`src/hw/rtl/zvn_pkg.sv`:
```
// Shared constants, widths and the sequencer state type of the z-score normalizer.
// No dependencies; every other file of the block imports this package.
package zvn_pkg;

  localparam int MAX_ELEMENTS = 64;
  localparam int SAMPLE_W     = 32;
  localparam int ADDR_W       = $clog2(MAX_ELEMENTS);
  localparam int CNT_W        = $clog2(MAX_ELEMENTS + 1);
  localparam int FRAC_W       = 16;

  // Datapath widths for signed 32-bit samples and up to 64 elements
  localparam int SUM_W   = 40;             // running sum and d = n*x - S
  localparam int MAG_W   = SUM_W - 1;      // |d|
  localparam int MUL_W   = 32;             // shared multiplier operand width
  localparam int PROD_W  = 2 * MUL_W;
  localparam int HI_W    = MAG_W - MUL_W;  // upper slice of |d|
  localparam int Q_W     = 84;             // sum of squared deviations
  localparam int SD_W    = Q_W / 2;        // n * stddev
  localparam int NUM_W   = 56;             // |d| * 2^16 + sdn / 2
  localparam int ITER_W  = 7;              // divider step count

  localparam logic [SAMPLE_W-1:0] POS_MAX = {1'b0, {(SAMPLE_W-1){1'b1}}};
  localparam logic [SAMPLE_W-1:0] NEG_MIN = {1'b1, {(SAMPLE_W-1){1'b0}}};

  typedef enum logic [3:0] {
    ST_LOAD,
    ST_RD,
    ST_NX,
    ST_D,
    ST_ABS,
    ST_LL,
    ST_LH,
    ST_HH,
    ST_ACC,
    ST_QDIV,
    ST_QWAIT,
    ST_SQRT,
    ST_SWAIT,
    ST_DGO,
    ST_DWAIT,
    ST_EMIT
  } zvn_state_t;

endpackage

```
`src/hw/rtl/zvn_mul.sv`:
```
// Shared unsigned 32x32 multiplier with a registered product.
// Depends on zvn_pkg for operand widths.
module zvn_mul import zvn_pkg::*; (
  input  logic              clk,
  input  logic [MUL_W-1:0]  op_a,
  input  logic [MUL_W-1:0]  op_b,
  output logic [PROD_W-1:0] prod
);

  logic [PROD_W-1:0] prod_r;

  always_ff @(posedge clk) begin
    prod_r <= PROD_W'(op_a) * PROD_W'(op_b);
  end

  assign prod = prod_r;

endmodule

```
`config.mk`:
```
export PLATFORM = sky130hd
export DESIGN_NAME = zvn_mul
export DESIGN_NICKNAME = d
export VERILOG_FILES = /design/src/hw/rtl/zvn_pkg.sv /design/src/hw/rtl/zvn_mul.sv
export SDC_FILE = /design/constraint.sdc
export NUM_CORES = 2
export LEC_CHECK = 0
export ABC_CLOCK_PERIOD_IN_PS = 8600
export BUFFER_PORTS_ARGS = -buffer_cell sky130_fd_sc_hd__buf_4
export CAP_MARGIN = 30
export CORE_ASPECT_RATIO = 1.2
export CORE_MARGIN = 2
export CORE_UTILIZATION = 60
export CTS_CLUSTER_DIAMETER = 150
export DETAILED_ROUTE_END_ITERATION = 8
export PLACE_DENSITY = 0.87
export SLEW_MARGIN = 5
export SYNTH_ARGS = -nofsm -noshare
export SYNTH_HDL_FRONTEND = slang
export SYNTH_SLANG_ARGS = --single-unit
```
`constraint.sdc`:
```
create_clock -name clk -period 8.6 [get_ports clk]
set_input_delay 0.86 -clock clk [delete_from_list [all_inputs] [get_ports clk]]
set_output_delay 0.86 -clock clk [all_outputs]
set_load 0.03 [all_outputs]
```
==> flow_summary.yaml <==
global_route:
  grt_max_degree: 33
  antenna_found_initial: 1
  grt_pass1_wl_um: 152000
  grt.total_usage_pct: 33.5
  grt_pass1_vias: 29300
  overflow: 0
yosys:
  synthAdderAreaFrac_pct: 61.2
  yosysSeqAreaShare_pct: 3.69
  yosys_warnings: 0
  synth_area_um2: 34700
  synth-main-ff-cell: "dfxtp_1"
  synth_edf_count: 0
  synth_top_family_by_area: "adder cells"
  syn_area_per_cell_um2: 9.25
  yosys.area.top_type: "fa_1"
  synth.area.mux_share_pct: 0.0289
  synth-compound-area-share_pct: 4.15
  ys_ff_latch: 64
  synthSimpleGateAreaFrac_pct: 17.6
  synthCells: 3748
  synth_nets: 4972
  ys_async_sr_fraction_pct: 0
  synth_area_leaders: "fa_1 52%, and2_1 11%, ha_1 9.5%"
  synth_top_area_share_pct: 51.7
  synth_cell_type_count: 57
  synth_xor_area_share_pct: 1.52
routing:
  drc: 0
  via_per_inst: 5.87
  final_antenna_net_count: 0
  first_pass_iters: 7
  drt_iter0_drc: 1965
  vias: 26000
  routed_wl_um: 94600
  wl_per_cell_um: 21.4
die:
  rows: 96
  fp.dieArea_um2: 59700
  core-area_um2: 57200
  die_y_um: 267
  start_util_pct: 60.6
  io_pins: 129
  die_w_um: 223
layout:
  seq_area_um2: 1280
  final_cell_mix: "896 x fa_1, 865 x inv_1, 602 x and2_1"
  multiInputGateArea_um2: 29300
  fill_cells: 4390
  area_growth_pct: 4.45
  finish.net_count: 4914
  final_layout_size_suffix_gt1_share_pct: 4.95
  largest_register_ffs: 64
  mostFrequentLayoutCell: "fa_1"
  diodes: 0
sta:
  hold_viol: 0
  finalSetupViolations: 0
  period_share_pct: 97.1
  fin_crit_ps: 8350
  maxSlewHeadroom_pct: 57.6
  worstMarginPinSlew_ps: 633
  finalSetupTns_ps: 0
  rsz0062_at_grt: "false"
  maxSlewViolCount: 0
  fmax_ghz: 0.120
critical_path:
  cp_max_fo: 32
  critical_path.top_delay_family: "adder cells"
  crit_type: "input pin to flop"
  cp.required_ps: 8880
  crit_chain: "buf_4, and2_1, fa_1, fa_1, inv_1, fa_1, fa_1, inv_1, fa_1, fa_1, fa_1, inv_1, fa_1, inv_1, ha_1, nand4_1, or4_1, or3_1, a31oi_1, a31o_2, a211oi_1, o21ai_1, xor2_1"
  endpoint_kind: "flop"
  critPathLaunchType: "input pin"
  critPathMaxStageDelay_ps: 620
  cp.depth: 23
  crit_arrival_ps: 8640
  slowest_stage: "fa_1"
  path_common_cell: "fa_1"
  cp_num_buf_inv: 5
cts:
  cts_sinks: 64
  cts_resized: 0
  cts_buffers: 9
  cts_buffer_depth: 2
  cts-hold-fix-buffers: 0
  clock-root-buffer: "clkbuf_16"
  cts-htree-levels: 3
  post_cts_buffers: 0
  cts_tree: "yes"
  cts.reportedPaths.clkPinSlew_ps: 60
hold_path:
  hold_path_depth: 2
  hp-class: "input pin to flop"
  hold_start: "op_a[0]"
  hold_end: "prod[0]$_DFF_P_"
placement:
  io_buffer_count: 128
  place_congestion: 0.943
  dpl.hpwl_um: 76200
status:
  status: "finished clean"
flow_run:
  maxCapViolCount: 0
==> area by class of cell <==
type | count | share of cell area [%]
multi-input cells | 2599 | 80.9
inverters | 865 | 8.96
flip-flops and latches | 64 | 3.54
repair buffers | 151 | 3.13
well taps | 735 | 2.54
clock buffers | 10 | 0.632
clock inverters | 6 | 0.256
==> cell families after synthesis <==
kind of cell,count (synthesis)
fa+ha+maj,1159
flops,64
compound gates,202
simple gates,1177
xor+xnor,60
mux,1
buf+inv,1085
==> metrics by stage <==
step | cell area (µm²) | hold slack, ps | cells | utilization, % | setup WS [ps]
2_1_floorplan | 34700 | 987 | 3748 | - | 987
3_5_place_dp | 35900 | 1290 | 4414 | 62.8 | 124
4_1_cts | 36200 | 978 | 4430 | 63.3 | 449
6_report | 36200 | 1000 | 4430 | 63.3 | 246
3_3_place_gp | 35900 | 1290 | 4414 | 62.8 | 293
5_1_grt | 36200 | 1000 | 4430 | 63.3 | 183
==> synthesized netlist by cell type, types with 4 or more instances <==
master / number
a31oi_1: 12
o21ai_1: 5
nor2_1: 20
fa_1: 896
nor3_1: 7
o21ai_0: 21
dfxtp_1: 64
nand4_1: 23
xor2_1: 25
nand2_1: 480
xnor2_1: 35
a21oi_1: 63
o21a_1: 9
ha_1: 263
nand3_1: 10
inv_1: 865
and2_1: 602
and3_1: 14
buf_2: 6
a21o_1: 40
clkbuf_1: 213
a221o_1: 4
o21bai_1: 10
==> per-layer routing <==
| metal | vias up | part of all wire, % | track usage (%) |
|---|---|---|---|
| li1 | 10700 | - | - |
| met1 | 13200 | 31 | 34.8 |
| met2 | 1498 | 50 | 57.8 |
| met3 | 589 | 8.0 | 6.43 |
| met4 | 2 | 11 | 29.8 |
| met5 | - | 0.014 | 0 |
==> worst max path at each step <==
stage | start | to | slack (ps)
2_1_floorplan | op_a[25] | prod[62]$_DFF_P_ | 990
3_3_place_gp | op_b[9] | prod[62]$_DFF_P_ | 290
3_5_place_dp | op_b[10] | prod[62]$_DFF_P_ | 120
4_1_cts | op_b[9] | prod[62]$_DFF_P_ | 450
5_1_grt | op_b[9] | prod[62]$_DFF_P_ | 180
6_report | op_b[9] | prod[62]$_DFF_P_ | 250
Power is left out: the tool's default activity adds up to more than one toggle a clock period on the data nets, which glitch-free logic cannot reach.
