==> config.mk <==
export PLATFORM = sky130hd
export DESIGN_NAME = zvn_div
export DESIGN_NICKNAME = d
export VERILOG_FILES = /design/src/hw/rtl/zvn_pkg.sv /design/src/hw/rtl/zvn_div.sv
export SDC_FILE = /design/constraint.sdc
export NUM_CORES = 1
export LEC_CHECK = 0
export BUFFER_PORTS_ARGS = -buffer_cell sky130_fd_sc_hd__buf_2
export CORE_ASPECT_RATIO = 1.4
export CORE_UTILIZATION = 57
export CTS_BUF_LIST = sky130_fd_sc_hd__clkbuf_16
export CTS_CLUSTER_DIAMETER = 100
export DETAILED_ROUTE_END_ITERATION = 16
export HOLD_SLACK_MARGIN = 0.05
export PLACE_DENSITY_LB_ADDON = 0.05
export SLEW_MARGIN = 15
export SYNTH_ARGS = -nofsm -noshare
export SYNTH_HDL_FRONTEND = slang
export SYNTH_SLANG_ARGS = --single-unit
==> constraint.sdc <==
create_clock -name clk -period 4.9 [get_ports clk]
set_input_delay 1.225 -clock clk [delete_from_list [all_inputs] [get_ports clk]]
set_output_delay 1.225 -clock clk [all_outputs]
set_load 0.02 [all_outputs]
==> src/hw/rtl/zvn_pkg.sv <==
// Shared constants, widths and the sequencer state type of the z-score normalizer.
// No dependencies; every other file of the block imports this package.
package zvn_pkg;

  localparam int MAX_ELEMENTS = 64;
  localparam int SAMPLE_W     = 32;
  localparam int ADDR_W       = $clog2(MAX_ELEMENTS);
  localparam int CNT_W        = $clog2(MAX_ELEMENTS + 1);
  localparam int FRAC_W       = 16;

  // Datapath widths for signed 32-bit samples and up to 64 elements
  localparam int SUM_W   = 40;             // running sum and d = n*x - S
  localparam int MAG_W   = SUM_W - 1;      // |d|
  localparam int MUL_W   = 32;             // shared multiplier operand width
  localparam int PROD_W  = 2 * MUL_W;
  localparam int HI_W    = MAG_W - MUL_W;  // upper slice of |d|
  localparam int Q_W     = 84;             // sum of squared deviations
  localparam int SD_W    = Q_W / 2;        // n * stddev
  localparam int NUM_W   = 56;             // |d| * 2^16 + sdn / 2
  localparam int ITER_W  = 7;              // divider step count

  localparam logic [SAMPLE_W-1:0] POS_MAX = {1'b0, {(SAMPLE_W-1){1'b1}}};
  localparam logic [SAMPLE_W-1:0] NEG_MIN = {1'b1, {(SAMPLE_W-1){1'b0}}};

  typedef enum logic [3:0] {
    ST_LOAD,
    ST_RD,
    ST_NX,
    ST_D,
    ST_ABS,
    ST_LL,
    ST_LH,
    ST_HH,
    ST_ACC,
    ST_QDIV,
    ST_QWAIT,
    ST_SQRT,
    ST_SWAIT,
    ST_DGO,
    ST_DWAIT,
    ST_EMIT
  } zvn_state_t;

endpackage

==> src/hw/rtl/zvn_div.sv <==
// Restoring shift-subtract divider, one quotient bit per cycle.
// Numerator is taken from the top; iters sets how many bits are consumed.
// Depends on zvn_pkg for widths.
module zvn_div import zvn_pkg::*; (
  input  logic              clk,
  input  logic              rst_n,
  input  logic              start,
  input  logic [Q_W-1:0]    num,
  input  logic [SD_W-1:0]   den,
  input  logic [ITER_W-1:0] iters,
  output logic              busy,
  output logic [Q_W-1:0]    quo
);

  logic [Q_W-1:0]    num_r;
  logic [SD_W-1:0]   den_r;
  logic [SD_W-1:0]   rem_r;
  logic [Q_W-1:0]    quo_r;
  logic [ITER_W-1:0] cnt_r;
  logic              busy_r;

  logic [SD_W:0] trial;
  logic [SD_W:0] diff;
  logic          fits;

  always_comb begin
    trial = {rem_r, num_r[Q_W-1]};
    diff  = trial - {1'b0, den_r};
    fits  = trial >= {1'b0, den_r};
  end

  always_ff @(posedge clk) begin
    if (!rst_n) begin
      busy_r <= 1'b0;
      cnt_r  <= '0;
    end else if (start) begin
      busy_r <= 1'b1;
      cnt_r  <= iters;
    end else if (busy_r) begin
      cnt_r <= cnt_r - ITER_W'(1);
      if (cnt_r == ITER_W'(1)) begin
        busy_r <= 1'b0;
      end
    end
  end

  always_ff @(posedge clk) begin
    if (start) begin
      num_r <= num;
      den_r <= den;
      rem_r <= '0;
      quo_r <= '0;
    end else if (busy_r) begin
      num_r <= {num_r[Q_W-2:0], 1'b0};
      rem_r <= fits ? diff[SD_W-1:0] : trial[SD_W-1:0];
      quo_r <= {quo_r[Q_W-2:0], fits};
    end
  end

  assign busy = busy_r;
  assign quo  = quo_r;

endmodule

==> results by group, run 1 <==
Route
  – Detailed-route vias per instance: 5.439
  – Average wire per standard cell: between 15 and 20 um
  – Drt drc: 0
  – Initial drt markers: 382
  – Via count: about 9200
  – DR pass1 iterations: 6
  – WL final: 27570 um
  – Final ANT Viol Nets: 0

Layout
  – Commonest non-fill, non-tap cell in the layout: buf_2
  – Final nets: about 1500
  – Synth-to-layout area growth: 17.32%
  – Commonest non-fill, non-tap cells in the layout: buf_2 (219), nor2_1 (145), dfxtp_1 (133), edfxtp_1 (126), mux2i_1 (102)
  – Share of cells above drive strength 1: 27.55%

Synth
  – Async SR Flop Fraction: 0%
  – YS warnings: 0
  – Seq/Total Area, Yosys: between 50% and 60%
  – Post-Syn Instances: roughly 1200
  – Post-Syn Area per Cell: 10.86 um^2
  – Synth Flop Type: dfxtp_1
  – Flops & latches, synth: 260
  – Largest area contributor in the netlist: edfxtp_1
  – Ranking of synthesized cells by area: edfxtp_1 (30%), dfxtp_1 (21%), mux2i_1 (8.0%), mux2_2 (7.4%), ha_1 (4.3%)
  – Mapped Area: 12690 um^2
  – Unique masters post-synth: 69
  – Number of synthesized flops with an enable pin: 126
  – Syn nets: 1349
  – Share of the synthesized area in the top cell type: around 30%

Clock tree
  – Num Clock Sinks: 260
  – Clk Latency, worst-skew pair: between 0.5 and 0.6 ns
  – Hold bufs inserted after CTS: 0
  – TritonCTS clock tree: built
  – Post-CTS Setup Inserts: 0
  – Clock transition at path regs: ~0.070 ns
  – Post_cts resized: 0
  – Num CTS Buffers: 25
  – H-tree Lvls: 1
  – Clock tree buffer depth: 3
  – Root Driver: clkbuf_16

Setup path
  – Critical path startpoint category: flop
  – Max FO, Critical Path: 30
  – Type of the worst setup path: flop to flop
  – CP required: 5.31 ns
  – CP Capture Type: flop
  – Critical Path AT: 4.04 ns

Place
  – I/O Buffers: 220
  – Gpl congestion: 0.9500
  – HPWL Detailed: just under 20000 um

STA
  – Final hold vios: 0
  – F_max: 275.3 MHz
  – Setup total negative slack: 0 ns
  – Final setup violation count: 0
  – Clock skew: 0.007551 ns
  – Worst-Margin Slew: between 1 and 1.5 ns
  – Final Slew Violations: 0
  – RSZ-0062 raised after global routing: false
  – Final min period: 3.632 ns
  – Hold WS: 0.4937 ns
  – Fin crit share: 74.12%
  – Worst relative slew slack: 25.74%

Die
  – Die ar.: approximately 23000 um^2
  – Die H: 178.5 um
  – Die W: between 100 and 150 um
  – Row count: between 60 and 70
  – # IOs: approximately 220
  – Core area: 21860 um^2
  – Starting density of the core: 58.03%

Pwr
  – Peak VDD IR: approximately 0.30 mV
  – PwrDens: roughly 370 nW/um^2
  – Logic pwr share: 17.4%
  – Switching fraction of total power: 26.26%
  – Share of power burned in registers: 45.8%
  – Internal: 4.047 mW
  – Leak: between 6 and 7 nW
  – Clock power frac: 36.8%
  – Net Sw Power: ~1.4 mW

Global routing
  – First-pass GRT wire length: 43790 um
  – Initial antenna violation count: 10
  – Total gr overflow: 0
  – Vias in the first global route: between 9000 and 10000
  – Overall global routing resource usage: 23.97%
  – Pin count of the biggest net entering global routing: 158

Worst hold path
  – Hold Path Class: flop to flop

Status
  – Status: finished clean

Flow run
  – Maxcap violations: 0
## through the flow
stage / area [um^2] / setup slack (ns) / util (%) / std cells / power (mW)
detailed placement: 13990 / 1.336 / 63.99 / 1634 / 3.513
global placement: 13990 / 1.453 / 63.99 / 1634 / 3.498
CTS: 14870 / 1.285 / 68.00 / 1680 / 5.534
global route: 14880 / 0.9777 / 68.06 / 1685 / 5.735
finish: 14880 / 1.268 / 68.08 / 1687 / 5.488
floorplan: 12690 / 0.9316 / - / 1168 / 3.283
## metal layers
metal	share of wire, %	vias up	GRT usage (%)
met5	0.13	-	0
met4	3.1	6	9.265
met3	7.2	68	7.259
met2	51	231	43.12
met1	39	4281	26.26
li1	-	4590	-
## state kept, by name, summed over array words and instances (netlist names)
register	flops
busy	1
den_r	42
rem_r	42
cnt_r	7
quo	84
num_r	84
## critical path: stages, from the launching register on
cell      delay (ns)
edfxtp_1        0.33
inv_1           0.04
ha_1            0.41
nand4_1         0.29
nor4_1          0.34
nand2_1         0.10
nor4b_2         0.32
nor4_2          0.06
buf_4           0.21
nand2_2         0.54
buf_4           0.42
nand2_1         0.10
a311oi_1        0.35
## cells in the mapped netlist, types with 5 or more instances
cell type,instances
a211oi_1,29
a21o_1,10
a21oi_1,65
a311oi_1,10
and2_1,8
buf_1,13
buf_2,6
clkbuf_1,35
dfxtp_1,134
edfxtp_1,126
ha_1,44
inv_1,65
mux2_2,83
mux2i_1,102
nand2_1,80
nand3_1,24
nand4_1,6
nor2_1,145
nor3_1,7
nor4_1,6
o211ai_1,6
o21a_1,5
o21ai_0,25
o21ai_1,11
o21bai_1,10
xnor2_1,22
xor2_1,22
## power groups by stage
stage | sequential (mW) | clock, mW | combinational [mW]
after floorplan | 2.54 | 0 | 0.748
after global placement | 2.56 | 0 | 0.940
after detailed placement | 2.56 | 0 | 0.952
after CTS | 2.52 | 2.06 | 0.957
after global routing | 2.53 | 2.15 | 1.06
final | 2.52 | 2.02 | 0.954
## cell type report
type,instances,area [um^2]
Inverter,65,245.2
Fill cell,1765,6978
Clock buffer,30,750.7
Tap cell,297,371.6
Timing Repair Buffer,229,1191
Clock inverter,16,125.1
Multi-Input combinational cell,783,5712
Sequential cell,260,6470
Antenna cell,7,17.52
## worst paths after layout
path,startpoint,endpoint,slack [ns],cells past startpoint
max reg2reg,den_r[34],rem_r[17],1.27,12
max,den_r[34],rem_r[17],1.27,12
min reg2reg,rem_r[2],rem_r[2],0.49,2
min,rem_r[2],rem_r[2],0.49,2
## kinds of logic (layout without fill, tap and decap cells)
family / Yosys count / after routing / synth area share [%]
xor gates and xnor gates: 44 / 44 / 3.038
adders and majority gates: 45 / 45 / 4.498
other: 0 / 7 / 0
buffers and inverters: 125 / 340 / 4.004
muxes: 185 / 185 / 15.42
and+or+nand+nor: 302 / 302 / 10.64
DFF: 260 / 260 / 50.97
AOI/OAI and AO/OA: 207 / 207 / 11.43
No activity file was read; power rests on OpenSTA's default activity.
==> run 2, diff against run 1 <==
Clock period 4.9 ns to 3.5 ns, I/O delays scaled along.
==> results by group, run 2 (same netlist as run 1, synthesis figures left out) <==
Status
  – Status: finished clean

Route
  – Average wire per standard cell: 16.43 um (+0.58%)
  – Routed wl met3: 2081 um (+4.2%)
  – Detailed-route vias per instance: 5.474 (+0.63%)
  – Final ANT Viol Nets: 0 (unchanged)
  – Initial drt markers: 351 (-8.1%)
  – Wire length on met2: 13900 um (-0.49%)
  – Drt drc: 0 (unchanged)
  – Met1 WL: 10700 um (-0.16%)
  – Via count: 9278 (+1.1%)
  – DR pass1 iterations: 4 (-2)
  – Uppermost layer routed: met5
  – WL final: 27860 um (+1.1%)

Clock tree
  – TritonCTS clock tree: built
  – Num Clock Sinks: 260 (unchanged)
  – Num CTS Buffers: 26 (+4.0%)
  – Root Driver: clkbuf_16
  – Hold bufs inserted after CTS: 0 (unchanged)
  – Post-CTS Setup Inserts: 0 (unchanged)
  – Clock tree buffer depth: 3 (unchanged)
  – Clk Latency, worst-skew pair: 0.53 ns (about the same)
  – Post_cts resized: 0 (unchanged)
  – H-tree Lvls: 1 (unchanged)
  – Clock transition at path regs: 0.07 ns (about the same)

Pwr
  – Share of power burned in registers: 45.6% (-0.2 points)
  – Logic pwr share: 17.8% (+0.4 points)
  – PwrDens: 514.5 nW/um^2 (+40%)
  – Switching fraction of total power: 26.47% (+0.21 points)
  – Peak VDD IR: 0.4814 mV (+62%)
  – Clock power frac: 36.6% (-0.2 points)
  – Internal: 5.661 mW (+40%)
  – Leak: 6.353 nW (+0.65%)
  – Net Sw Power: 2.038 mW (+41%)

Place
  – I/O Buffers: 220 (unchanged)
  – Gpl congestion: 0.9222 (-2.9%)
  – DP Area: 14060 um^2 (+0.52%)
  – HPWL Detailed: 20120 um (+2.7%)

Flow run
  – Maxcap violations: 0 (unchanged)

Global routing
  – First-pass GRT wire length: 44750 um (+2.2%)
  – Total gr overflow: 0 (unchanged)
  – Initial antenna violation count: 10 (unchanged)
  – Pin count of the biggest net entering global routing: 131 (-17%)
  – Overall global routing resource usage: 24.53% (+0.56 points)
  – Vias in the first global route: 9377 (+4.1%)

Worst hold path
  – Hold Path Class: flop to flop
  – Hold Crit Start: quo[83]
  – Hold Path Sink: quo[83]
  – Hold path depth: 2 (unchanged)

Die
  – Die W: 128.1 um (unchanged)
  – Starting density of the core: 58.03% (unchanged)
  – Row count: 64 (unchanged)
  – Core area: 21860 um^2 (unchanged)
  – # IOs: 221 (unchanged)
  – Die ar.: 22870 um^2 (unchanged)
  – Die H: 178.5 um (unchanged)

Layout
  – Fillers: 1757 (-0.45%)
  – Share of cells above drive strength 1: 27.89% (+0.34 points)
  – Commonest non-fill, non-tap cells in the layout: buf_2 (219), nor2_1 (145), dfxtp_1 (133), edfxtp_1 (126), mux2i_1 (102)
  – Final nets: 1552 (+0.45%)
  – Reg area: 6470 um^2 (unchanged)
  – Synth-to-layout area growth: 17.96%
  – Cell area after layout: 14960 um^2 (+0.55%)
  – Multi-input gate area: 5712 um^2 (unchanged)
  – Commonest non-fill, non-tap cell in the layout: buf_2

STA
  – Worst relative slew slack: 42.29% (+17 points)
  – Final setup violation count: 0 (unchanged)
  – Final Slew Violations: 0 (unchanged)
  – Final min period: 3.104 ns (-0.5278 ns)
  – RSZ-0062 raised after global routing: false
  – F_max: 322.2 MHz (+17%)
  – Worst-Margin Slew: 0.8656 ns (-0.2482 ns)
  – Fin crit share: 88.69% (+15 points)
  – Clock skew: 0.01073 ns (+0.003178 ns)
  – Final hold vios: 0 (unchanged)
  – Setup total negative slack: 0 ns (unchanged)

Setup path
  – Worst flop-to-flop path endpoint: rem_r[34]
  – Critical path startpoint category: flop
  – Max FO, Critical Path: 4 (-87%)
  – Reg-to-reg startpoint: num_r[83]
  – CP Capture Type: flop
  – Crit path buffers/inverters: 2 (-1)
  – Critical Path AT: 3.49 ns (-0.55 ns)
  – Worst R2R Path Depth: 13 (+1)
  – CP required: 3.88 ns (-1.43 ns)
  – Cell with the most instances on the worst path: inv_1
  – Type of the worst setup path: flop to flop
  – Top Family by Delay on Critical Path: compound AO/OA/AOI/OAI gates
  – Critical-path cell list: inv_1, ha_1, inv_1, fa_1, a21o_1, a221oi_4, o221a_4, o21ai_1, a21oi_1, o211ai_1, a21boi_1, xor2_1, o22ai_1
  – Crit path largest cell delay: 0.39 ns (-0.15 ns)
  – Slowest stage cell, crit path: fa_1
  – R2R setup slack: 0.40 ns (-0.87 ns)
run 2: metrics by stage:
step | power (mW) | instances | utilization, % | hold WS (ns) | setup WS, ns
finish | 7.699 | 1695 | 68.45 | 0.4959 | 0.3959
global route | 8.036 | 1691 | 68.41 | 0.5033 | 0.1678
CTS | 7.776 | 1688 | 68.37 | 0.5011 | 0.3771
detailed placement | 4.947 | 1640 | 64.33 | 0.4868 | 0.4070
global placement | 4.923 | 1640 | 64.33 | 0.4705 | 0.4800
floorplan | 4.595 | 1168 | - | 0.4572 | 0.3135
run 2: power by group through the flow:
stage	Clock (mW)	Combinational, mW	Sequential, mW
floorplan	0	1.05	3.55
global placement	0	1.35	3.57
detailed placement	0	1.37	3.57
CTS	2.88	1.38	3.51
global route	2.98	1.52	3.53
finish	2.81	1.37	3.51
run 2: worst reg2reg max path, cell delays in order (launching register included):
cell and delay (ns):
edfxtp_1 0.38, inv_1 0.07, ha_1 0.16, inv_1 0.06
fa_1 0.39, a21o_1 0.23, a221oi_4 0.31, o221a_4 0.27
o21ai_1 0.08, a21oi_1 0.33, o211ai_1 0.20, a21boi_1 0.21
xor2_1 0.18, o22ai_1 0.10
run 2: how the worst max path moves through the flow:
stage                         start        end  slack [ns]  cells past startpoint
final                     num_r[83]  rem_r[34]        0.40                     13
after global routing      den_r[30]   rem_r[7]        0.17                     11
after CTS                 num_r[83]  rem_r[34]        0.38                     13
after detailed placement  num_r[83]  rem_r[34]        0.41                     13
after global placement    num_r[83]  rem_r[34]        0.48                     13
after floorplan               start   num_r[0]        0.31                      4
run 2: layer usage:
layer / vias up / track usage, %
met5: - / 0
met4: 12 / 11.76
met3: 93 / 8.428
met2: 225 / 43.14
met1: 4340 / 26.17
li1: 4608 / -
run 2: final cells by class:
cell class / count / area share (%)
clock buffers: 31 / 5.184
well taps: 297 / 2.483
clock inverters: 17 / 0.7274
diodes: 7 / 0.1171
multi-input cells: 783 / 38.17
inverters: 65 / 1.656
repair buffers: 235 / 8.428
flip-flops and latches: 260 / 43.24
