[src/hw/rtl/zvn_pkg.sv]
// Shared constants, widths and the sequencer state type of the z-score normalizer.
// No dependencies; every other file of the block imports this package.
package zvn_pkg;

  localparam int MAX_ELEMENTS = 64;
  localparam int SAMPLE_W     = 32;
  localparam int ADDR_W       = $clog2(MAX_ELEMENTS);
  localparam int CNT_W        = $clog2(MAX_ELEMENTS + 1);
  localparam int FRAC_W       = 16;

  // Datapath widths for signed 32-bit samples and up to 64 elements
  localparam int SUM_W   = 40;             // running sum and d = n*x - S
  localparam int MAG_W   = SUM_W - 1;      // |d|
  localparam int MUL_W   = 32;             // shared multiplier operand width
  localparam int PROD_W  = 2 * MUL_W;
  localparam int HI_W    = MAG_W - MUL_W;  // upper slice of |d|
  localparam int Q_W     = 84;             // sum of squared deviations
  localparam int SD_W    = Q_W / 2;        // n * stddev
  localparam int NUM_W   = 56;             // |d| * 2^16 + sdn / 2
  localparam int ITER_W  = 7;              // divider step count

  localparam logic [SAMPLE_W-1:0] POS_MAX = {1'b0, {(SAMPLE_W-1){1'b1}}};
  localparam logic [SAMPLE_W-1:0] NEG_MIN = {1'b1, {(SAMPLE_W-1){1'b0}}};

  typedef enum logic [3:0] {
    ST_LOAD,
    ST_RD,
    ST_NX,
    ST_D,
    ST_ABS,
    ST_LL,
    ST_LH,
    ST_HH,
    ST_ACC,
    ST_QDIV,
    ST_QWAIT,
    ST_SQRT,
    ST_SWAIT,
    ST_DGO,
    ST_DWAIT,
    ST_EMIT
  } zvn_state_t;

endpackage

[src/hw/rtl/zvn_sqrt.sv]
// Digit-by-digit integer square root, one root bit per cycle (floor result).
// Depends on zvn_pkg for widths.
module zvn_sqrt import zvn_pkg::*; (
  input  logic            clk,
  input  logic            rst_n,
  input  logic            start,
  input  logic [Q_W-1:0]  rad,
  output logic            busy,
  output logic [SD_W-1:0] root
);

  localparam int R_W = SD_W + 3;

  logic [Q_W-1:0]    rad_r;
  logic [R_W-1:0]    rem_r;
  logic [SD_W-1:0]   root_r;
  logic [ITER_W-1:0] cnt_r;
  logic              busy_r;

  logic [R_W-1:0] cur;
  logic [R_W-1:0] trial;
  logic           ge;

  always_comb begin
    cur   = {rem_r[R_W-3:0], rad_r[Q_W-1 -: 2]};
    trial = R_W'({root_r, 2'b01});
    ge    = cur >= trial;
  end

  always_ff @(posedge clk) begin
    if (!rst_n) begin
      busy_r <= 1'b0;
      cnt_r  <= '0;
    end else if (start) begin
      busy_r <= 1'b1;
      cnt_r  <= ITER_W'(SD_W);
    end else if (busy_r) begin
      cnt_r <= cnt_r - ITER_W'(1);
      if (cnt_r == ITER_W'(1)) begin
        busy_r <= 1'b0;
      end
    end
  end

  always_ff @(posedge clk) begin
    if (start) begin
      rad_r  <= rad;
      rem_r  <= '0;
      root_r <= '0;
    end else if (busy_r) begin
      rad_r  <= {rad_r[Q_W-3:0], 2'b00};
      rem_r  <= ge ? (cur - trial) : cur;
      root_r <= {root_r[SD_W-2:0], ge};
    end
  end

  assign busy = busy_r;
  assign root = root_r;

endmodule

[config.mk]
export PLATFORM = sky130hd
export DESIGN_NAME = zvn_sqrt
export DESIGN_NICKNAME = d
export VERILOG_FILES = /design/src/hw/rtl/zvn_pkg.sv /design/src/hw/rtl/zvn_sqrt.sv
export SDC_FILE = /design/constraint.sdc
export NUM_CORES = 1
export LEC_CHECK = 0
export BUFFER_PORTS_ARGS = -buffer_cell sky130_fd_sc_hd__buf_2
export CAP_MARGIN = 20
export CORE_MARGIN = 2
export CORE_UTILIZATION = 45
export DETAILED_ROUTE_END_ITERATION = 12
export GPL_ROUTABILITY_DRIVEN = 0
export HOLD_SLACK_MARGIN = 0.08
export MAX_ROUTING_LAYER = met4
export SYNTH_ARGS = -nofsm -noshare
export SYNTH_HDL_FRONTEND = slang
export SYNTH_SLANG_ARGS = --single-unit
[constraint.sdc]
create_clock -name clk -period 8.7 [get_ports clk]
set_clock_uncertainty 0.2 [all_clocks]
set_input_delay 0.435 -clock clk [delete_from_list [all_inputs] [get_ports clk]]
set_output_delay 0.435 -clock clk [all_outputs]
set_load 0.02 [all_outputs]
==> results of run 1 <==
[cells in the mapped netlist, types with 3 or more instances]
master	instances	area, um2
sky130_fd_sc_hd__o21a_1	9	67.6
sky130_fd_sc_hd__nor3_1	6	30.0
sky130_fd_sc_hd__buf_2	8	40.0
sky130_fd_sc_hd__nor2b_1	4	25.0
sky130_fd_sc_hd__and3_1	6	37.5
sky130_fd_sc_hd__nand2b_1	6	37.5
sky130_fd_sc_hd__clkbuf_1	29	109
sky130_fd_sc_hd__buf_6	3	33.8
sky130_fd_sc_hd__a32oi_1	3	26.3
sky130_fd_sc_hd__clkbuf_8	7	96.3
sky130_fd_sc_hd__nor3_2	3	30.0
sky130_fd_sc_hd__edfxtp_1	84	2520
sky130_fd_sc_hd__o21ai_1	5	25.0
sky130_fd_sc_hd__buf_4	5	37.5
sky130_fd_sc_hd__dfxtp_1	93	1860
sky130_fd_sc_hd__a311oi_1	11	96.3
sky130_fd_sc_hd__mux2_2	82	923
sky130_fd_sc_hd__or3_1	5	31.3
sky130_fd_sc_hd__nor4_1	5	31.3
sky130_fd_sc_hd__xnor2_1	21	184
sky130_fd_sc_hd__nand3b_1	3	22.5
sky130_fd_sc_hd__o211ai_1	9	67.6
sky130_fd_sc_hd__a211oi_1	7	52.6
sky130_fd_sc_hd__xor2_1	18	158
sky130_fd_sc_hd__a311oi_2	19	285
sky130_fd_sc_hd__a31oi_1	4	25.0
sky130_fd_sc_hd__nand2_1	97	364
sky130_fd_sc_hd__o21bai_1	8	60.1
sky130_fd_sc_hd__buf_1	3	11.3
sky130_fd_sc_hd__inv_1	55	206
sky130_fd_sc_hd__nand3_1	19	95.1
sky130_fd_sc_hd__ha_1	46	576
sky130_fd_sc_hd__and2_1	7	43.8
sky130_fd_sc_hd__mux2i_1	45	450
sky130_fd_sc_hd__a21o_1	26	195
sky130_fd_sc_hd__nor2_1	103	387
sky130_fd_sc_hd__a21oi_1	52	260
sky130_fd_sc_hd__nand4_1	10	62.6
sky130_fd_sc_hd__o21ai_0	18	90.1
[per-layer routing]
metal	global-route usage, %	vias to the layer above
met5	-	-
met4	4.05	0
met3	5.50	8
met2	31.3	140
met1	24.5	3483
li1	-	3767
[kinds of logic after synthesis]
kind of cell	Yosys count	share of synthesized area (%)
and+or+nand+nor	285	13.0
AOI/OAI and AO/OA	198	15.2
DFF	177	43.4
muxes	128	13.7
buffers and inverters	112	5.63
adders and majority gates	46	5.70
xor gates and xnor gates	39	3.38
[layout make-up]
type	instances	area, um2	share of cell area, %
Multi-Input combinational cell	696	5150	44.6
Sequential cell	177	4390	38.0
Timing Repair Buffer	149	837	7.25
Clock buffer	17	425	3.68
Tap cell	280	350	3.03
Inverter	55	208	1.80
Clock inverter	15	183	1.58
Antenna cell	2	5.00	0.0433
[metrics by stage]
| step | area, um2 | utilization [%] | power, uW | hold slack (ns) | instances |
|---|---|---|---|---|---|
| 2_1_floorplan | 10100 | - | 2440 | 0.236 | 985 |
| 3_3_place_gp | 10800 | 49.2 | 2730 | 0.279 | 1343 |
| 3_5_place_dp | 10800 | 49.2 | 2720 | 0.286 | 1343 |
| 4_1_cts | 11500 | 52.3 | 3540 | 0.0802 | 1383 |
| 5_1_grt | 11500 | 52.6 | 3780 | 0.0816 | 1391 |
| 6_report | 11500 | 52.6 | 3520 | 0.0874 | 1391 |
[state kept, by name, summed over array words and instances, names as in the netlist]
| signal | cells |
|---|---|
| rad_r | 84 |
| root | 42 |
| cnt_r | 7 |
| busy | 1 |
| rem_r | 43 |
[placed cells by master, fill, tap and decap left out, drive strengths merged, types with 27 or more instances in the layout]
cell type | Yosys | layout
nand2 | 98 | 98
mux2 | 83 | 83
nor2 | 103 | 103
ha | 46 | 46
edfxtp | 84 | 84
buf | 21 | 135
a21o | 27 | 27
dfxtp | 93 | 93
inv | 55 | 63
a311oi | 30 | 30
a21oi | 54 | 54
mux2i | 45 | 45
[worst max-delay path, stage by stage (launching register included)]
cell and delay (ns):
sky130_fd_sc_hd__dfxtp_1 0.38, sky130_fd_sc_hd__inv_1 0.06, sky130_fd_sc_hd__ha_1 0.41, sky130_fd_sc_hd__a21o_1 0.23, sky130_fd_sc_hd__o21bai_1 0.19, sky130_fd_sc_hd__a221oi_1 0.28
sky130_fd_sc_hd__o21ai_0 0.14, sky130_fd_sc_hd__a21oi_1 0.19, sky130_fd_sc_hd__nand3_1 0.57, sky130_fd_sc_hd__buf_4 0.49, sky130_fd_sc_hd__and2_2 0.23, sky130_fd_sc_hd__mux2i_1 0.16
sky130_fd_sc_hd__a311oi_2 0.11
[repair_timing]
item / in CTS / in global routing
resized for setup: 0 / 0
hold buffers: 8 / 6
endpoints found under the hold margin: 11 / 6
[power groups by stage]
stage	clock network, uW	logic, uW	registers (uW)
after floorplan	0	1390	1050
after global placement	0	1660	1070
after detailed placement	0	1650	1070
after CTS	818	1670	1060
after global routing	849	1860	1070
final	803	1660	1050
[worst max path at each step]
stage | start | endpoint | slack, ns | cells after the start
finish | root[30] | rem_r[27] | 4.88 | 12
global route | root[30] | rem_r[27] | 4.48 | 12
CTS | root[30] | rem_r[27] | 4.84 | 12
detailed placement | root[30] | rem_r[27] | 4.83 | 12
global placement | root[30] | rem_r[27] | 4.94 | 12
floorplan | busy | rad_r[0] | 5.44 | 3
==> flow_summary.json, run 1 <==
{
  "cts_tree": "yes",
  "postCtsSetupBuffers": 0,
  "arrival_ns": 3.89,
  "min_delay_worst_endpoint": "rad_r[14]",
  "num_vias": 7398,
  "grt_first_pass_wirelength_mm": 36.4,
  "timing.hold.worst_path_depth": 2,
  "insertion_delay_ns": 0.44,
  "row_count": 54,
  "syn-mean-instance-area_um2": 10.3,
  "synth_ff_type": "sky130_fd_sc_hd__dfxtp_1",
  "critical_r2r_capture": "rem_r[27]",
  "met3RoutedLength_mm": 1.23,
  "cts-root-buf": "sky130_fd_sc_hd__clkbuf_16",
  "switchingPower_uw": 1440,
  "critPathKind": "reg2reg",
  "r2r_setup_slk_ns": 4.88,
  "wl_met1_mm": 10.3,
  "cts_made_buffers": 17,
  "path_category_of_the_worst_min_delay_check": "in2reg",
  "antenna_found_initial": 2,
  "grt.overflow.total": 0,
  "totalWireLength_mm": 21.7,
  "layout.nets": 1229,
  "max_freq_ghz": 0.262,
  "synth-async-reset-ratio_pct": 0,
  "net_count_synth": 1118,
  "die_area_um2": 23700,
  "initial_core_util_pct": 46.0,
  "first_pass_iters": 4,
  "clock_power_share_pct": 22.8,
  "synth_cell_type_count": 74,
  "swShare_pct": 41.0,
  "place.detailed.hpwl_mm": 14.9,
  "first_global_vias": 7464,
  "endpoints_failing_setup": 0,
  "synth_edf_count": 84,
  "worst_ep_required_time_ns": 8.77,
  "highest-signal-layer": "met4",
  "grt_start_max_net_pins": 85,
  "syn_to_final_growth_pct": 14.3,
  "hold_violations": 0,
  "synthesized_cell_area_um2": 10100,
  "drt_first_iter_violations": 370,
  "final_max_slew_viol_count": 0,
  "synth.yosys.seq_area_share_pct": 43.4,
  "post_synth_inst_count": 985,
  "path_clk_slew_ns": 0.08,
  "fin_crit_sh_pct": 43.9,
  "overall_global_routing_resource_usage_pct": 19.4,
  "synth_warnings": 0,
  "timing.slew.headroom_pct": 30.1,
  "power.static_leakage_uw": 0.00472,
  "die_w_um": 154,
  "routed_wire_length_per_instance_um": 15.6,
  "drt_antenna_net_count": 0,
  "layout.filler_cells": 2031,
  "htree_num_levels": 4,
  "placeableCoreArea_um2": 22000,
  "share_seq_of_total_power_pct": 30.0,
  "routed-wl-met2_mm": 10.0,
  "ir_worst_vdd_v": 0.000189,
  "reg2reg_from": "root[30]",
  "critPathCaptureType": "register",
  "postLayoutSetupSlackWorst_ns": 4.88,
  "path_max_fanout": 28,
  "detail_route.drc_violations": 0,
  "place.port_buffers": 129,
  "synth_seq_cells": 177,
  "power_report.internal_total_uw": 2070,
  "io_pins": 130,
  "power_per_cell_area_nw_per_um2": 305,
  "status": "finished, final reports clean",
  "drive_above_1_share_pct": 26.1,
  "share_comb_of_total_power_pct": 47.2,
  "y_dimension_of_the_die_um": 154,
  "layout_min_cycle_time_ns": 3.82,
  "worst_hold_startpoint": "rad[14]",
  "rsz0062_at_grt": "no",
  "ctsLongestPathBuffers": 2,
  "cts_sinks": 177,
  "preCtsSetupSlack_ns": 4.83,
  "tightest_slew_ns": 1.05,
  "routed_via_density": 5.32,
  "drv.max_cap_violation_count": 0,
  "finalSetupTns_ns": 0,
  "critical_path.startpoint_type": "register",
  "reg2regPathDepth": 12
}
No activity file was read; power rests on OpenSTA's default activity.
==> inputs of run 2 (changes only) <==
clock period = 3.9 ns   (was 8.7 ns; I/O delays follow)
==> run 2 against run 1 <==
Compared with the run above: final area is 6.4% higher; die area stayed put; flip-flop and latch count stayed put; global-route usage is 1.1 points higher; routed wire length is 5.9% higher; critical path type unchanged; largest power group unchanged.
==> flow_summary.json, run 2 (same netlist as run 1, synthesis figures left out) <==
{
  "ir_worst_vdd_v": 0.000417,
  "layout_min_cycle_time_ns": 3.45,
  "drive_above_1_share_pct": 24.7,
  "layout_common_cells": "sky130_fd_sc_hd__buf_2, sky130_fd_sc_hd__nor2_1, sky130_fd_sc_hd__nand2_1",
  "power_per_cell_area_nw_per_um2": 644,
  "place.detailed.hpwl_mm": 15.2,
  "fin_crit_sh_pct": 88.4,
  "insertion_delay_ns": 0.44,
  "reg2regPathDepth": 11,
  "totalWireLength_mm": 23.0,
  "dpl_cell_area_um2": 10800,
  "path_category_of_the_worst_min_delay_check": "reg2reg",
  "hold_violations": 0,
  "largest_register_ffs": 84,
  "rsz0062_at_grt": "no",
  "final_max_slew_viol_count": 0,
  "grt_first_pass_wirelength_mm": 38.9,
  "power.static_leakage_uw": 0.00504,
  "y_dimension_of_the_die_um": 154,
  "worst_ep_required_time_ns": 4.05,
  "ctsLongestPathBuffers": 2,
  "grt_start_max_net_pins": 73,
  "placeableCoreArea_um2": 22000,
  "place.port_buffers": 129,
  "crit_path_end": "rem_r[13]",
  "critPathCaptureType": "register",
  "register_ranked_first_by_flip_flop_count": "rad_r",
  "critical_r2r_capture": "rem_r[13]",
  "cts-root-buf": "sky130_fd_sc_hd__clkbuf_16",
  "finalSetupTns_ns": 0,
  "drt_first_iter_violations": 426,
  "slowest_stage": "sky130_fd_sc_hd__and3_1",
  "die_w_um": 154,
  "cts_tree": "yes",
  "max_freq_ghz": 0.290,
  "reg2reg_from": "root[30]",
  "cts_resized": 0,
  "layout.cells.most_common": "sky130_fd_sc_hd__buf_2",
  "worstSetupStartpoint": "root[30]",
  "critical_path.startpoint_type": "register",
  "status": "finished, final reports clean",
  "io_pins": 130,
  "critPathKind": "reg2reg",
  "antenna_found_initial": 0,
  "drv.max_cap_violation_count": 0,
  "row_count": 54,
  "r2r_setup_slk_ns": 0.45,
  "first_pass_iters": 5,
  "layout.nets": 1305,
  "routed_via_density": 5.29,
  "htree_num_levels": 4,
  "finalInstanceArea_um2": 12300,
  "arrival_ns": 3.60,
  "routed_wire_length_per_instance_um": 15.7,
  "cts_sinks": 177,
  "path_max_fanout": 17,
  "endpoints_failing_setup": 0,
  "timing.slew.headroom_pct": 39.5,
  "drt_antenna_net_count": 0,
  "initial_core_util_pct": 46.0,
  "postCtsSetupBuffers": 0,
  "die_area_um2": 23700,
  "path_clk_slew_ns": 0.08,
  "cts_made_buffers": 17,
  "critical-path-max-stage-delay_ns": 0.64,
  "grt.overflow.total": 0,
  "detail_route.drc_violations": 0,
  "antenna-diode-count": 0,
  "syn_to_final_growth_pct": 21.6,
  "tightest_slew_ns": 0.907,
  "first_global_vias": 7777,
  "overall_global_routing_resource_usage_pct": 20.5,
  "num_vias": 7751,
  "path_cells": "inv_1 > ha_1 > a21o_1 > o21bai_1 > a221oi_1 > o21ai_0 > a21oi_1 > and3_1 > buf_4 > nand2_1 > a311oi_2"
}
[run 2: power by group]
group	internal [uW]	total, uW	leakage, uW	switching (uW)
Sequential	2200	2340	0.00161	144
Clock	864	1720	0.000281	854
Combinational	1610	3860	0.00315	2250
[run 2: repair_timing]
| action | 4_1_cts | 5_1_grt |
|---|---|---|
| endpoints found under the setup margin | 0 | 0 |
| hold buffers | 86 | 0 |
| endpoints found under the hold margin | 121 | 0 |
[run 2: worst min-delay path by stage]
stage                   start   endpoint  slack (ns)  cells past startpoint
global route        rem_r[35]  rem_r[35]        0.32                      2
global placement    rem_r[35]  rem_r[35]        0.27                      2
floorplan               rst_n   cnt_r[5]        0.11                      1
finish              rem_r[39]  rem_r[39]        0.29                      2
detailed placement  rem_r[39]  rem_r[39]        0.28                      2
CTS                 rem_r[39]  rem_r[39]        0.29                      2
[run 2: per-layer routing]
metal | share of wire, % | up-vias | global-route usage (%)
met5 | 0 | - | -
li1 | - | 3918 | -
met3 | 4.1 | 23 | 4.59
met2 | 47 | 151 | 32.8
met1 | 48 | 3659 | 26.7
met4 | 1.3 | 0 | 4.81
[run 2: critical path, delay by kind of cell (launching register included)]
kind	cells	cell delay, ns
flops	1	0.37
simple gates	2	0.74
buf+inv	2	0.41
compound gates	6	1.24
fa+ha+maj	1	0.41
[run 2: final cells by class]
cell class / instances / area (um2)
Clock buffer: 18 / 429
Sequential cell: 177 / 4390
Tap cell: 280 / 350
Timing Repair Buffer: 225 / 1610
Fill cell: 1937 / 9670
Clock inverter: 14 / 153
Multi-Input combinational cell: 696 / 5150
Inverter: 55 / 208
[run 2: per-stage QoR]
| stage | hold WS [ns] | total power [uW] | cells | setup slack [ns] | utilization, % |
|---|---|---|---|---|---|
| after floorplan | 0.112 | 5440 | 985 | 0.641 | - |
| after CTS | 0.286 | 7960 | 1465 | 0.414 | 56.0 |
| after global routing | 0.324 | 8500 | 1465 | 0.160 | 56.0 |
| final | 0.289 | 7920 | 1465 | 0.451 | 56.0 |
| after detailed placement | 0.276 | 6140 | 1347 | 0.439 | 49.4 |
| after global placement | 0.275 | 6140 | 1347 | 0.525 | 49.4 |
==> inputs of run 3 (changes only) <==
ABC_AREA = 1   (was not set)
==> run 3 against run 2 <==
Compared with the run above: first-iteration DRC count rose by 72%; setup slack improved by 0.32 ns; routed wire length rose by 34%; core utilization rose by 0.36 points; final area rose by 11%; worst hold slack got worse by 0.15 ns; sequential share of layout area fell by 3.6 points; synthesized cell count rose by 65%; via count rose by 39%; clock power rose by 7%; total power rose by 66%; count of clock-buffer cells in the layout fell by 1.
==> flow_summary.json, run 3 <==
{
  "antenna-diode-count": 0,
  "rsz0062_at_grt": "no",
  "grt_first_pass_wirelength_mm": 50.2,
  "met3RoutedLength_mm": 1.57,
  "finalInstanceArea_um2": 13700,
  "syn_to_final_growth_pct": 23.5,
  "worst_hold_startpoint": "start",
  "final_max_slew_viol_count": 0,
  "synth.yosys.seq_area_share_pct": 39.6,
  "path_cells": "inv_1 > ha_1 > nand2_1 > nor2_1 > nand2_1 > nor2_2 > nand3_1 > nand3_2 > nor2_4 > nand2_4 > buf_4 > nand3_2 > nand3_1 > nand2_1 > inv_1",
  "post_synth_inst_count": 1621,
  "critPathCaptureType": "register",
  "drt_antenna_net_count": 0,
  "register_ranked_first_by_flip_flop_count": "rad_r",
  "first_global_vias": 10239,
  "insertion_delay_ns": 0.45,
  "worstSetupStartpoint": "root[36]",
  "cts-root-buf": "sky130_fd_sc_hd__clkbuf_16",
  "critical-path-max-stage-delay_ns": 0.52,
  "fin_cells": 2169,
  "critPathMostFrequentCell": "sky130_fd_sc_hd__nand2_1",
  "post_synth_xor_area_fraction_pct": 1.35,
  "path_max_fanout": 19,
  "timing.slew.headroom_pct": 40.6,
  "wl_met1_mm": 14.2,
  "path_category_of_the_worst_min_delay_check": "in2reg",
  "arrival_ns": 3.28,
  "synth_ff_type": "sky130_fd_sc_hd__dfxtp_1",
  "postCtsSetupBuffers": 0,
  "die_w_um": 161,
  "largest_register_ffs": 84,
  "cts_sinks": 177,
  "ir_worst_vdd_v": 0.000573,
  "synth_area_leader_cell": "sky130_fd_sc_hd__edfxtp_1",
  "synth_top_family_by_area": "simple AND/OR/NAND/NOR gates",
  "r2r_setup_slk_ns": 0.77,
  "power.static_leakage_uw": 0.00716,
  "critical_r2r_capture": "rem_r[20]",
  "row_count": 57,
  "reg2regPathDepth": 15,
  "initial_core_util_pct": 45.6,
  "timing.hold.worst_path_depth": 4,
  "synth_warnings": 0,
  "finalSetupTns_ns": 0,
  "overall_global_routing_resource_usage_pct": 24.7,
  "drv.max_cap_violation_count": 0,
  "grt.overflow.total": 0,
  "synth_seq_cells": 177,
  "path_clk_slew_ns": 0.08,
  "first_pass_iters": 6,
  "hold_buffers": 107,
  "cts_tree": "yes",
  "fin_crit_sh_pct": 80.3,
  "hold_violations": 0,
  "numPlacedInstances": 2029,
  "cts_made_buffers": 17,
  "endpoints_failing_setup": 0,
  "cts_resized": 0,
  "place.port_buffers": 129,
  "min_delay_worst_endpoint": "rem_r[1]",
  "postLayoutSetupSlackWorst_ns": 0.767,
  "synth_edf_count": 84,
  "layout.filler_cells": 2376,
  "synthMuxAreaShare_pct": 0,
  "die_area_um2": 25800,
  "slowest_stage": "sky130_fd_sc_hd__nor2_4",
  "synth_fa_ha_area_share_pct": 5.20,
  "worst_ep_required_time_ns": 4.04,
  "synth_cell_type_count": 41,
  "tightest_slew_ns": 0.890,
  "placeableCoreArea_um2": 24200,
  "routed-wl-met2_mm": 14.6,
  "synthMostInstantiatedCell": "sky130_fd_sc_hd__nand2_1",
  "place.detailed.hpwl_mm": 21.2,
  "routed_via_density": 4.98,
  "drive_above_1_share_pct": 11.8,
  "timing.critical_path.buf_inv": 3,
  "drt_first_iter_violations": 732,
  "preCtsSetupSlack_ns": 0.375,
  "synthesized_cell_area_um2": 11100,
  "critPathKind": "reg2reg",
  "max_freq_ghz": 0.319,
  "num_vias": 10808,
  "syn-mean-instance-area_um2": 6.82,
  "synth_top_cell_area_share_pct": 22.8,
  "detail_route.drc_violations": 0,
  "layout.nets": 1965,
  "antenna_found_initial": 0,
  "grt_start_max_net_pins": 81,
  "power_per_cell_area_nw_per_um2": 963,
  "timing.critical_path.max_delay_family": "simple AND/OR/NAND/NOR gates",
  "synth-async-reset-ratio_pct": 0,
  "layout.cells.most_common": "sky130_fd_sc_hd__nand2_1",
  "totalWireLength_mm": 30.9,
  "dpl_cell_area_um2": 11900,
  "synth.area.top_cells": "sky130_fd_sc_hd__edfxtp_1, sky130_fd_sc_hd__nand2_1, sky130_fd_sc_hd__dfxtp_1, sky130_fd_sc_hd__inv_1, sky130_fd_sc_hd__ha_1",
  "synth_compound_area_share_pct": 5.50,
  "net_count_synth": 1754,
  "y_dimension_of_the_die_um": 161,
  "highest-signal-layer": "met4",
  "synth-simple-area-share_pct": 37.7,
  "htree_num_levels": 4,
  "ctsLongestPathBuffers": 2,
  "layout_common_cells": "sky130_fd_sc_hd__nand2_1, sky130_fd_sc_hd__inv_1, sky130_fd_sc_hd__nor2_1",
  "top_cells_by_count_synth": "sky130_fd_sc_hd__nand2_1, sky130_fd_sc_hd__inv_1, sky130_fd_sc_hd__nor2_1",
  "reg2reg_from": "root[36]",
  "io_pins": 130,
  "critical_path.startpoint_type": "register",
  "routed_wire_length_per_instance_um": 14.3,
  "status": "finished, final reports clean",
  "layout_min_cycle_time_ns": 3.13
}
-- run 3: layer usage --
metal,global-route usage [%],vias up
met4,8.32,0
met3,3.15,39
met2,40.6,308
li1,-,5542
met1,31.8,4919
met5,-,-
-- run 3: tightest hold or removal path, cell delays in order --
cell	delay, ns
sky130_fd_sc_hd__buf_4	0.26
sky130_fd_sc_hd__nor2_1	0.16
sky130_fd_sc_hd__nand2_1	0.07
sky130_fd_sc_hd__nand2_1	0.04
-- run 3: metrics by stage --
| stage | util, % | hold slack, ns | total power (uW) |
|---|---|---|---|
| CTS | 56.2 | 0.129 | 12900 |
| detailed placement | 49.2 | 0.255 | 10900 |
| global route | 56.3 | 0.202 | 14300 |
| global placement | 49.2 | 0.248 | 11000 |
| finish | 56.3 | 0.137 | 13200 |
| floorplan | - | 0.119 | 9080 |
-- run 3: cell type report --
| cell class | instances | area, um2 | area share [%] |
|---|---|---|---|
| clock buffer | 17 | 425 | 3.11 |
| clock inverter | 15 | 208 | 1.52 |
| tap | 324 | 405 | 2.97 |
| sequential | 177 | 4390 | 32.1 |
| multi-input combinational | 1150 | 5500 | 40.2 |
| timing repair buffer | 248 | 1840 | 13.5 |
| inverter | 238 | 897 | 6.57 |
-- run 3: where the power goes --
group | switching (uW) | leakage (uW) | internal (uW) | total [uW]
logic | 6200 | 0.00524 | 2730 | 8930
registers | 159 | 0.00162 | 2220 | 2380
clock network | 939 | 0.000302 | 899 | 1840
total | 7300 | 0.00716 | 5850 | 13200
-- run 3: kinds of logic (layout without fill, tap and decap cells) --
group | Yosys count | in the layout
flip-flops | 177 | 177
XOR/XNOR | 17 | 17
AO/OA/AOI/OAI | 101 | 101
adder cells (fa/ha/maj) | 46 | 46
AND/OR/NAND/NOR | 986 | 986
buffers and inverters | 294 | 518
-- run 3: worst max-delay path by stage --
stage | end | cells past startpoint
3_5_place_dp | rem_r[41] | 14
2_1_floorplan | rad_r[0] | 3
4_1_cts | rem_r[33] | 14
5_1_grt | rem_r[30] | 14
6_report | rem_r[20] | 15
3_3_place_gp | rem_r[24] | 15
